## config.mk

```make
export PLATFORM = sky130hd
export DESIGN_NAME = line_walk_box_hit
export DESIGN_NICKNAME = d
export VERILOG_FILES = /design/src/design/lwbh_pkg.sv /design/src/design/lwbh_front.sv /design/src/design/lwbh_walk.sv /design/src/design/line_walk_box_hit.sv
export SDC_FILE = /design/constraint.sdc
export NUM_CORES = 1
export LEC_CHECK = 0
export ABC_AREA = 1
export BUFFER_PORTS_ARGS = -buffer_cell sky130_fd_sc_hd__clkbuf_2
export CORE_MARGIN = 2
export CORE_UTILIZATION = 38
export DETAILED_ROUTE_END_ITERATION = 10
export GPL_ROUTABILITY_DRIVEN = 0
export SLEW_MARGIN = 25
export SYNTH_ARGS = -nofsm -noshare
export SYNTH_HDL_FRONTEND = slang
export SYNTH_SLANG_ARGS = --single-unit
```

## constraint.sdc

```tcl
create_clock -name clk -period 15.5 [get_ports clk]
set_input_delay 1.55 -clock clk [delete_from_list [all_inputs] [get_ports clk]]
set_output_delay 1.55 -clock clk [all_outputs]
set_load 0.005 [all_outputs]
```

## src/design/lwbh_pkg.sv

```systemverilog
// ----------------------------------------------------------------------------
// lwbh_pkg
// Shared types and constants for the line walk box hit block.
// ----------------------------------------------------------------------------
package lwbh_pkg;

    localparam int COORD_W   = 16;
    localparam int HALF_W    = 15;
    localparam int STEP_W    = 10;
    localparam int MAG_W     = COORD_W + 1;
    localparam int PT_W      = COORD_W + 1;
    localparam int OFS_W     = PT_W + 1;
    localparam int PEN_W     = OFS_W + 1;
    localparam int ERR_W     = MAG_W + 2;
    localparam int CONTACT_W = 17;
    localparam int PEN_OUT_W = 16;

    localparam logic [STEP_W-1:0] MAX_STEPS = STEP_W'(1023);

    typedef struct packed {
        logic signed [COORD_W-1:0] x;
        logic signed [COORD_W-1:0] y;
        logic [MAG_W-1:0]          adx;
        logic [MAG_W-1:0]          ady;
        logic                      sx_neg;
        logic                      sy_neg;
        logic                      xmajor;
        logic [STEP_W-1:0]         steps;
        logic signed [COORD_W-1:0] cx;
        logic signed [COORD_W-1:0] cy;
        logic [HALF_W-1:0]         hx;
        logic [HALF_W-1:0]         hy;
    } item_t;

    typedef struct packed {
        logic valid;
        logic pop;
    } q_ctrl_t;

endpackage

```

## src/design/lwbh_front.sv

```systemverilog
// ----------------------------------------------------------------------------
// lwbh_front
// Accepts a transaction, classifies the ray (step signs, magnitudes, major
// axis, clamped step count) and holds it in a two-entry queue for the walker.
// ----------------------------------------------------------------------------
module lwbh_front #(
    parameter logic [lwbh_pkg::STEP_W-1:0] MAX_STEPS = lwbh_pkg::MAX_STEPS
) (
    input  logic                               clk,
    input  logic                               rst_n,
    input  logic                               start,
    output logic                               busy,
    input  logic signed [lwbh_pkg::COORD_W-1:0] ray_x,
    input  logic signed [lwbh_pkg::COORD_W-1:0] ray_y,
    input  logic signed [lwbh_pkg::COORD_W-1:0] dir_x,
    input  logic signed [lwbh_pkg::COORD_W-1:0] dir_y,
    input  logic [lwbh_pkg::STEP_W-1:0]        steps,
    input  logic signed [lwbh_pkg::COORD_W-1:0] box_cx,
    input  logic signed [lwbh_pkg::COORD_W-1:0] box_cy,
    input  logic [lwbh_pkg::HALF_W-1:0]        box_hx,
    input  logic [lwbh_pkg::HALF_W-1:0]        box_hy,
    output lwbh_pkg::item_t                    head,
    input  lwbh_pkg::q_ctrl_t                  ctrl_in,
    output lwbh_pkg::q_ctrl_t                  ctrl_out
);
    import lwbh_pkg::*;

    item_t              cls;
    logic signed [MAG_W-1:0] dx_ext;
    logic signed [MAG_W-1:0] dy_ext;
    logic               push;
    item_t              q_reg [2];
    logic               wr_ptr_reg;
    logic               wr_ptr_next;
    logic               rd_ptr_reg;
    logic               rd_ptr_next;
    logic [1:0]         count_reg;
    logic [1:0]         count_next;

    always_comb
    begin
        dx_ext     = MAG_W'(dir_x);
        dy_ext     = MAG_W'(dir_y);
        cls.x      = ray_x;
        cls.y      = ray_y;
        cls.sx_neg = dir_x[COORD_W-1];
        cls.sy_neg = dir_y[COORD_W-1];
        cls.adx    = dir_x[COORD_W-1] ? MAG_W'(-dx_ext) : MAG_W'(dx_ext);
        cls.ady    = dir_y[COORD_W-1] ? MAG_W'(-dy_ext) : MAG_W'(dy_ext);
        cls.xmajor = (cls.ady <= cls.adx);
        cls.steps  = (steps > MAX_STEPS) ? MAX_STEPS : steps;
        cls.cx     = box_cx;
        cls.cy     = box_cy;
        cls.hx     = box_hx;
        cls.hy     = box_hy;
    end

    assign busy = (count_reg == 2'd2);
    assign push = start && !busy;

    always_comb
    begin
        wr_ptr_next = push ? ~wr_ptr_reg : wr_ptr_reg;
        rd_ptr_next = ctrl_in.pop ? ~rd_ptr_reg : rd_ptr_reg;
        count_next  = count_reg + 2'(push) - 2'(ctrl_in.pop);
    end

    always_ff @(posedge clk or negedge rst_n)
    begin
        if (!rst_n)
        begin
            wr_ptr_reg <= 1'b0;
            rd_ptr_reg <= 1'b0;
            count_reg  <= 2'd0;
        end
        else
        begin
            wr_ptr_reg <= wr_ptr_next;
            rd_ptr_reg <= rd_ptr_next;
            count_reg  <= count_next;
        end
    end

    always_ff @(posedge clk)
    begin
        if (push)
        begin
            q_reg[wr_ptr_reg] <= cls;
        end
    end

    assign head           = q_reg[rd_ptr_reg];
    assign ctrl_out.valid = (count_reg != 2'd0);
    assign ctrl_out.pop   = ctrl_in.pop;

endmodule

```

## src/design/lwbh_walk.sv

```systemverilog
// ----------------------------------------------------------------------------
// lwbh_walk
// Walks the ray one Bresenham point per cycle, tests each point against the
// box and issues one result per transaction.
// ----------------------------------------------------------------------------
module lwbh_walk (
    input  logic                                  clk,
    input  logic                                  rst_n,
    input  lwbh_pkg::item_t                       head,
    input  lwbh_pkg::q_ctrl_t                     q_stat,
    output lwbh_pkg::q_ctrl_t                     q_cmd,
    output logic                                  done,
    output logic                                  is_hit,
    output logic signed [lwbh_pkg::PEN_OUT_W-1:0] pen_x,
    output logic signed [lwbh_pkg::PEN_OUT_W-1:0] pen_y,
    output logic signed [lwbh_pkg::CONTACT_W-1:0] contact_x,
    output logic signed [lwbh_pkg::CONTACT_W-1:0] contact_y
);
    import lwbh_pkg::*;

    typedef enum logic {ST_IDLE, ST_WALK} state_t;

    state_t                   state_reg, state_next;
    logic signed [PT_W-1:0]   x_reg, x_next;
    logic signed [PT_W-1:0]   y_reg, y_next;
    logic signed [ERR_W-1:0]  err_reg, err_next;
    logic signed [ERR_W-1:0]  inc_a_reg, inc_a_next;
    logic signed [ERR_W-1:0]  inc_b_reg, inc_b_next;
    logic [STEP_W-1:0]        cnt_reg, cnt_next;
    logic                     xmaj_reg, xmaj_next;
    logic                     sx_neg_reg, sx_neg_next;
    logic                     sy_neg_reg, sy_neg_next;
    logic signed [COORD_W-1:0] cx_reg, cx_next;
    logic signed [COORD_W-1:0] cy_reg, cy_next;
    logic [HALF_W-1:0]        hx_reg, hx_next;
    logic [HALF_W-1:0]        hy_reg, hy_next;
    logic                     done_reg, done_next;
    logic                     hit_reg, hit_next;
    logic signed [PEN_OUT_W-1:0] pen_x_reg, pen_x_next;
    logic signed [PEN_OUT_W-1:0] pen_y_reg, pen_y_next;
    logic signed [CONTACT_W-1:0] con_x_reg, con_x_next;
    logic signed [CONTACT_W-1:0] con_y_reg, con_y_next;

    logic                     pop;
    logic [MAG_W-1:0]         major;
    logic [MAG_W-1:0]         minor;
    logic signed [OFS_W-1:0]  ox, oy;
    logic [OFS_W-1:0]         aox, aoy;
    logic signed [PEN_W-1:0]  px, py;
    logic signed [PEN_W-1:0]  px_s, py_s;
    logic                     hit;
    logic                     pick_x;
    logic signed [ERR_W-1:0]  err_a, err_b;
    logic                     minor_go;
    logic signed [PT_W-1:0]   x_step, y_step;
    logic                     last;

    assign pop       = (state_reg == ST_IDLE) && q_stat.valid;
    assign q_cmd.pop = pop;
    assign q_cmd.valid = (state_reg == ST_WALK);

    always_comb
    begin
        major = head.xmajor ? head.adx : head.ady;
        minor = head.xmajor ? head.ady : head.adx;

        ox   = OFS_W'(x_reg) - OFS_W'(cx_reg);
        oy   = OFS_W'(y_reg) - OFS_W'(cy_reg);
        aox  = ox[OFS_W-1] ? OFS_W'(-ox) : OFS_W'(ox);
        aoy  = oy[OFS_W-1] ? OFS_W'(-oy) : OFS_W'(oy);
        px   = $signed({{(PEN_W-HALF_W){1'b0}}, hx_reg}) - $signed({1'b0, aox});
        py   = $signed({{(PEN_W-HALF_W){1'b0}}, hy_reg}) - $signed({1'b0, aoy});
        px_s = ox[OFS_W-1] ? -px : px;
        py_s = oy[OFS_W-1] ? -py : py;
        hit    = !px[PEN_W-1] && (px != '0) && !py[PEN_W-1] && (py != '0);
        pick_x = (px < py);

        err_a    = err_reg + inc_a_reg;
        err_b    = err_reg + inc_b_reg;
        minor_go = (err_a > 0);
        x_step   = x_reg + $signed({{(PT_W-1){sx_neg_reg}}, 1'b1});
        y_step   = y_reg + $signed({{(PT_W-1){sy_neg_reg}}, 1'b1});
        last     = hit || (cnt_reg == '0);

        state_next  = state_reg;
        x_next      = x_reg;
        y_next      = y_reg;
        err_next    = err_reg;
        inc_a_next  = inc_a_reg;
        inc_b_next  = inc_b_reg;
        cnt_next    = cnt_reg;
        xmaj_next   = xmaj_reg;
        sx_neg_next = sx_neg_reg;
        sy_neg_next = sy_neg_reg;
        cx_next     = cx_reg;
        cy_next     = cy_reg;
        hx_next     = hx_reg;
        hy_next     = hy_reg;
        done_next   = 1'b0;
        hit_next    = hit_reg;
        pen_x_next  = pen_x_reg;
        pen_y_next  = pen_y_reg;
        con_x_next  = con_x_reg;
        con_y_next  = con_y_reg;

        case (state_reg)
            ST_IDLE:
            begin
                if (pop)
                begin
                    state_next  = ST_WALK;
                    x_next      = PT_W'(head.x);
                    y_next      = PT_W'(head.y);
                    err_next    = -$signed({2'b00, major});
                    inc_a_next  = $signed({1'b0, minor, 1'b0});
                    inc_b_next  = $signed({1'b0, minor, 1'b0}) - $signed({1'b0, major, 1'b0});
                    cnt_next    = head.steps;
                    xmaj_next   = head.xmajor;
                    sx_neg_next = head.sx_neg;
                    sy_neg_next = head.sy_neg;
                    cx_next     = head.cx;
                    cy_next     = head.cy;
                    hx_next     = head.hx;
                    hy_next     = head.hy;
                end
            end
            ST_WALK:
            begin
                // advance one point along the ray
                err_next = minor_go ? err_b : err_a;
                cnt_next = cnt_reg - STEP_W'(1);
                if (xmaj_reg)
                begin
                    x_next = x_step;
                    y_next = minor_go ? y_step : y_reg;
                end
                else
                begin
                    y_next = y_step;
                    x_next = minor_go ? x_step : x_reg;
                end
                if (last)
                begin
                    state_next = ST_IDLE;
                    done_next  = 1'b1;
                    hit_next   = hit;
                    pen_x_next = '0;
                    pen_y_next = '0;
                    con_x_next = '0;
                    con_y_next = '0;
                    if (hit && pick_x)
                    begin
                        pen_x_next = px_s[PEN_OUT_W-1:0];
                        con_x_next = ox[OFS_W-1]
                                   ? $signed({cx_reg[COORD_W-1], cx_reg}) - $signed({2'b00, hx_reg})
                                   : $signed({cx_reg[COORD_W-1], cx_reg}) + $signed({2'b00, hx_reg});
                        con_y_next = CONTACT_W'(y_reg);
                    end
                    else if (hit)
                    begin
                        pen_y_next = py_s[PEN_OUT_W-1:0];
                        con_x_next = CONTACT_W'(x_reg);
                        con_y_next = oy[OFS_W-1]
                                   ? $signed({cy_reg[COORD_W-1], cy_reg}) - $signed({2'b00, hy_reg})
                                   : $signed({cy_reg[COORD_W-1], cy_reg}) + $signed({2'b00, hy_reg});
                    end
                end
            end
            default:
            begin
                state_next = ST_IDLE;
            end
        endcase
    end

    always_ff @(posedge clk or negedge rst_n)
    begin
        if (!rst_n)
        begin
            state_reg <= ST_IDLE;
            done_reg  <= 1'b0;
            hit_reg   <= 1'b0;
            pen_x_reg <= '0;
            pen_y_reg <= '0;
            con_x_reg <= '0;
            con_y_reg <= '0;
        end
        else
        begin
            state_reg <= state_next;
            done_reg  <= done_next;
            hit_reg   <= hit_next;
            pen_x_reg <= pen_x_next;
            pen_y_reg <= pen_y_next;
            con_x_reg <= con_x_next;
            con_y_reg <= con_y_next;
        end
    end

    always_ff @(posedge clk)
    begin
        x_reg      <= x_next;
        y_reg      <= y_next;
        err_reg    <= err_next;
        inc_a_reg  <= inc_a_next;
        inc_b_reg  <= inc_b_next;
        cnt_reg    <= cnt_next;
        xmaj_reg   <= xmaj_next;
        sx_neg_reg <= sx_neg_next;
        sy_neg_reg <= sy_neg_next;
        cx_reg     <= cx_next;
        cy_reg     <= cy_next;
        hx_reg     <= hx_next;
        hy_reg     <= hy_next;
    end

    assign done      = done_reg;
    assign is_hit    = hit_reg;
    assign pen_x     = pen_x_reg;
    assign pen_y     = pen_y_reg;
    assign contact_x = con_x_reg;
    assign contact_y = con_y_reg;

endmodule

```

## src/design/line_walk_box_hit.sv

```systemverilog
// A start transaction is registered into the queue, loaded by the walker, walked point
// by point and its result registered onto the done strobe. Each transaction holds the
// walker through up to steps+1 tested points; it takes the next only after that result.
// A two-entry queue takes new transactions while the walker runs; those wait their turn.
// Reset is asynchronous, active low, and empties the queue and the walker.
// Results are shown for one cycle on the done strobe; the receiver cannot stall.
// ----------------------------------------------------------------------------
// line_walk_box_hit
// Ray walk against an axis-aligned box: first point strictly inside, with the
// penetration along the shallower axis and the contact point on the box face.
// ----------------------------------------------------------------------------
module line_walk_box_hit #(
    parameter logic [lwbh_pkg::STEP_W-1:0] MAX_STEPS = lwbh_pkg::MAX_STEPS
) (
    input  logic                                  clk,
    input  logic                                  rst_n,
    input  logic                                  start,
    output logic                                  busy,
    input  logic signed [lwbh_pkg::COORD_W-1:0]   ray_x,
    input  logic signed [lwbh_pkg::COORD_W-1:0]   ray_y,
    input  logic signed [lwbh_pkg::COORD_W-1:0]   dir_x,
    input  logic signed [lwbh_pkg::COORD_W-1:0]   dir_y,
    input  logic [lwbh_pkg::STEP_W-1:0]           steps,
    input  logic signed [lwbh_pkg::COORD_W-1:0]   box_cx,
    input  logic signed [lwbh_pkg::COORD_W-1:0]   box_cy,
    input  logic [lwbh_pkg::HALF_W-1:0]           box_hx,
    input  logic [lwbh_pkg::HALF_W-1:0]           box_hy,
    output logic                                  done,
    output logic                                  is_hit,
    output logic signed [lwbh_pkg::PEN_OUT_W-1:0] pen_x,
    output logic signed [lwbh_pkg::PEN_OUT_W-1:0] pen_y,
    output logic signed [lwbh_pkg::CONTACT_W-1:0] contact_x,
    output logic signed [lwbh_pkg::CONTACT_W-1:0] contact_y
);
    import lwbh_pkg::*;

    item_t   head;
    q_ctrl_t q_stat;
    q_ctrl_t q_cmd;

    lwbh_front #(
        .MAX_STEPS (MAX_STEPS)
    ) u_front (
        .clk      (clk),
        .rst_n    (rst_n),
        .start    (start),
        .busy     (busy),
        .ray_x    (ray_x),
        .ray_y    (ray_y),
        .dir_x    (dir_x),
        .dir_y    (dir_y),
        .steps    (steps),
        .box_cx   (box_cx),
        .box_cy   (box_cy),
        .box_hx   (box_hx),
        .box_hy   (box_hy),
        .head     (head),
        .ctrl_in  (q_cmd),
        .ctrl_out (q_stat)
    );

    lwbh_walk u_walk (
        .clk       (clk),
        .rst_n     (rst_n),
        .head      (head),
        .q_stat    (q_stat),
        .q_cmd     (q_cmd),
        .done      (done),
        .is_hit    (is_hit),
        .pen_x     (pen_x),
        .pen_y     (pen_y),
        .contact_x (contact_x),
        .contact_y (contact_y)
    );

endmodule

```

==> flow_summary_export.csv <==
group,metric,value,unit
outcome,outcome,"complete, no violations",
logic_synthesis,synth_compound_gate_area_share,9.20,%
placed_design,hpwl,66000,um
detailed_routing,ant_nets,0,
sta,rsz0062_at_grt,"no",
critical_path,critPathLaunch,"u_walk.y_reg[13]$_DFFE_PP_",
sta,skew,0.0417,ns
logic_synthesis,ys.flop_type,"edfxtp_1",
critical_path,reg2reg_from,"u_walk.y_reg[13]$_DFFE_PP_",
logic_synthesis,synth-adder-area-share,9.15,%
logic_synthesis,yosysWarnings,0,
worst_hold_path,min_from,"u_walk.is_hit$_DFFE_PN0P_",
sta,finalSetupTns,0,ns
logic_synthesis,ys_seq_elements,518,
sta,finalHoldWorstSlack,0.486,ns
cells_and_area,postLayoutCoreUtil,43.3,%
die,core,0.0853,mm^2
critical_path,cp_num_cells,32,
grt,grt_util_all_layers,19.5,%
clocking,cts.sink_count,518,
sta,finalCritPeriodShare,47.2,%
cells_and_area,finish.instance_area,0.0369,mm^2
clocking,cts_resized,0,
critical_path,crit_top_cell,"nand2_1",
logic_synthesis,synth_edf_count,445,
grt,overflow,0,
detailed_routing,drt_first_pass_iters,5,
critical_path,r2r_cells,32,
critical_path,cp_top_family,"simple AND/OR/NAND/NOR gates",
logic_synthesis,synth_top_family_by_area,"simple AND/OR/NAND/NOR gates",
cells_and_area,most-common-layout-cells,"nand2_1 (979), edfxtp_1 (445), inv_1 (441), ha_1 (222), nor2_1 (221)",
placed_design,io_buffer_count,207,
logic_synthesis,async_flop_share,14.1,%
critical_path,end_kind,"flop",
sta,worstMarginPinSlew,0.965,ns
detailed_routing,wire_per_inst,17.0,um
grt,grt_pass1_wl,138000,um
critical_path,crit_type,"flop to flop",
die,rows,107,
critical_path,slowest_stage,"buf_4",
die,pin_count,208,
worst_hold_path,hold_path_class,"flop to flop",
grt,grt_max_degree,74,
logic_synthesis,muxShareOfSynthArea,0.917,%
critical_path,cp-start-kind,"flop",
logic_synthesis,synth_cell_types,60,
clocking,cts_root_buf,"clkbuf_16",
logic_synthesis,syn_avg_cell_area,8.71,um^2
cells_and_area,area_growth,12.7,%
logic_synthesis,synthesis.area,0.0328,mm^2
cells_and_area,drive_gt1_share,9.88,%
flow_run,drv_cap,0,
die,die_w,298,um
critical_path,path_buf_inv,5,
die,die_y,298,um
sta,relSlewSlack,35.0,%
clocking,clock_path_buffers,3,
cells_and_area,nets,4313,
critical_path,required,15.99,ns
cells_and_area,final_common_cell,"nand2_1",
critical_path,critical_path.max_stage_delay,0.65,ns
critical_path,path_max_fanout,70,
logic_synthesis,synthSimpleGateAreaFrac,21.3,%
logic_synthesis,synth_cells,3760,
sta,slew_viol_final,0,
detailed_routing,viasPerCell,5.02,
clocking,cts_tree,"built",
sta,finalSetupViolations,0,
clocking,htree_levels,2,
placed_design,postPlaceCellArea,0.0350,mm^2
sta,finalHoldViolations,0,
detailed_routing,vias,25800,
logic_synthesis,synth_xor_area_share,6.20,%
clocking,cts_buffers,57,
detailed_routing,drt_iter0_drc,1608,
detailed_routing,wl,87200,um
die,dieArea,0.0886,mm^2
worst_hold_path,min_delay_path_depth,2,
critical_path,cp_data_arrival_time,7.81,ns
detailed_routing,route.detailed.drc,0,
grt,antenna_found_initial,5,
logic_synthesis,synth-seq-area-share,46.4,%
cells_and_area,largest_reg_flops,282,
die,start_util,38.4,%
clocking,hold_buffers,0,
clocking,post_cts_buffers,0,
clocking,clk_latency,0.65,ns
grt,grt_pass1_vias,24800,
clocking,path_clk_slew,0.06,ns
sta,min_period,7.32,ns
cells_and_area,n_fill_cell,8457,
sta,max_freq,137,MHz
tightest hold or removal path: stages, from the launching register on:
cell and delay (ns):
dfrtp_1 0.35, nand2_1 0.05, nand2_1 0.05
cells in the mapped netlist (43+ instances only):
cell type	count	share of area [%]
nand2_1	981	11
inv_1	442	5.1
nor2_1	224	2.6
ha_1	222	8.5
dfrtp_1	73	5.6
o21ai_0	186	2.8
a21oi_1	206	3.1
nor3_1	43	0.66
edfxtp_1	445	41
clkbuf_1	73	0.84
xnor2_1	67	1.8
nand3_1	216	3.3
nand4_1	90	1.7
xor2_1	161	4.3
final timing paths:
kind | to | slack, ns
max in group asynchronous | u_front.rd_ptr_reg$_DFFE_PN0P_ | 13.93
hold reg to reg | u_walk.is_hit$_DFFE_PN0P_ | 0.49
setup reg to reg | u_walk.contact_x[8]$_DFFE_PN0P_ | 8.18
min in group asynchronous | u_walk.contact_x[16]$_DFFE_PN0P_ | 0.98
hold / removal | u_walk.is_hit$_DFFE_PN0P_ | 0.49
setup / recovery | u_walk.contact_x[8]$_DFFE_PN0P_ | 8.18
cell type report:
| type | count | area [um^2] | share of cell area (%) |
|---|---|---|---|
| Inverter | 462 | 1740 | 4.71 |
| Timing Repair Buffer | 232 | 1230 | 3.33 |
| Tap cell | 1144 | 1430 | 3.88 |
| Sequential cell | 518 | 15200 | 41.2 |
| Clock buffer | 79 | 1570 | 4.26 |
| Clock inverter | 26 | 359 | 0.973 |
| Multi-Input combinational cell | 2670 | 15400 | 41.7 |
| Antenna cell | 2 | 5.00 | 0.0136 |
routing by layer:
metal / global-route usage (%) / routed length [um]
met1: 26.5 / 39900
met2: 32.4 / 40700
met3: 2.94 / 4420
met4: 5.16 / 2160
met5: 0 / 44
cell families (layout without fill, tap and decap cells):
| group | Yosys count | after routing |
|---|---|---|
| and+or+nand+nor | 1634 | 1634 |
| buffers and inverters | 576 | 799 |
| AOI/OAI and AO/OA | 537 | 537 |
| DFF | 518 | 518 |
| adders and majority gates | 233 | 233 |
| xor gates and xnor gates | 230 | 230 |
| muxes | 30 | 30 |
| other | 2 | 8 |
metrics by stage:
stage | setup WS [ns] | std cells
global route | 7.42 | 5131
global placement | 7.90 | 5026
CTS | 7.81 | 5131
finish | 8.18 | 5133
detailed placement | 7.88 | 5026
floorplan | 7.24 | 3764
Power is left out: the tool's default activity adds up to more than one toggle a clock period on the data nets, which glitch-free logic cannot reach.
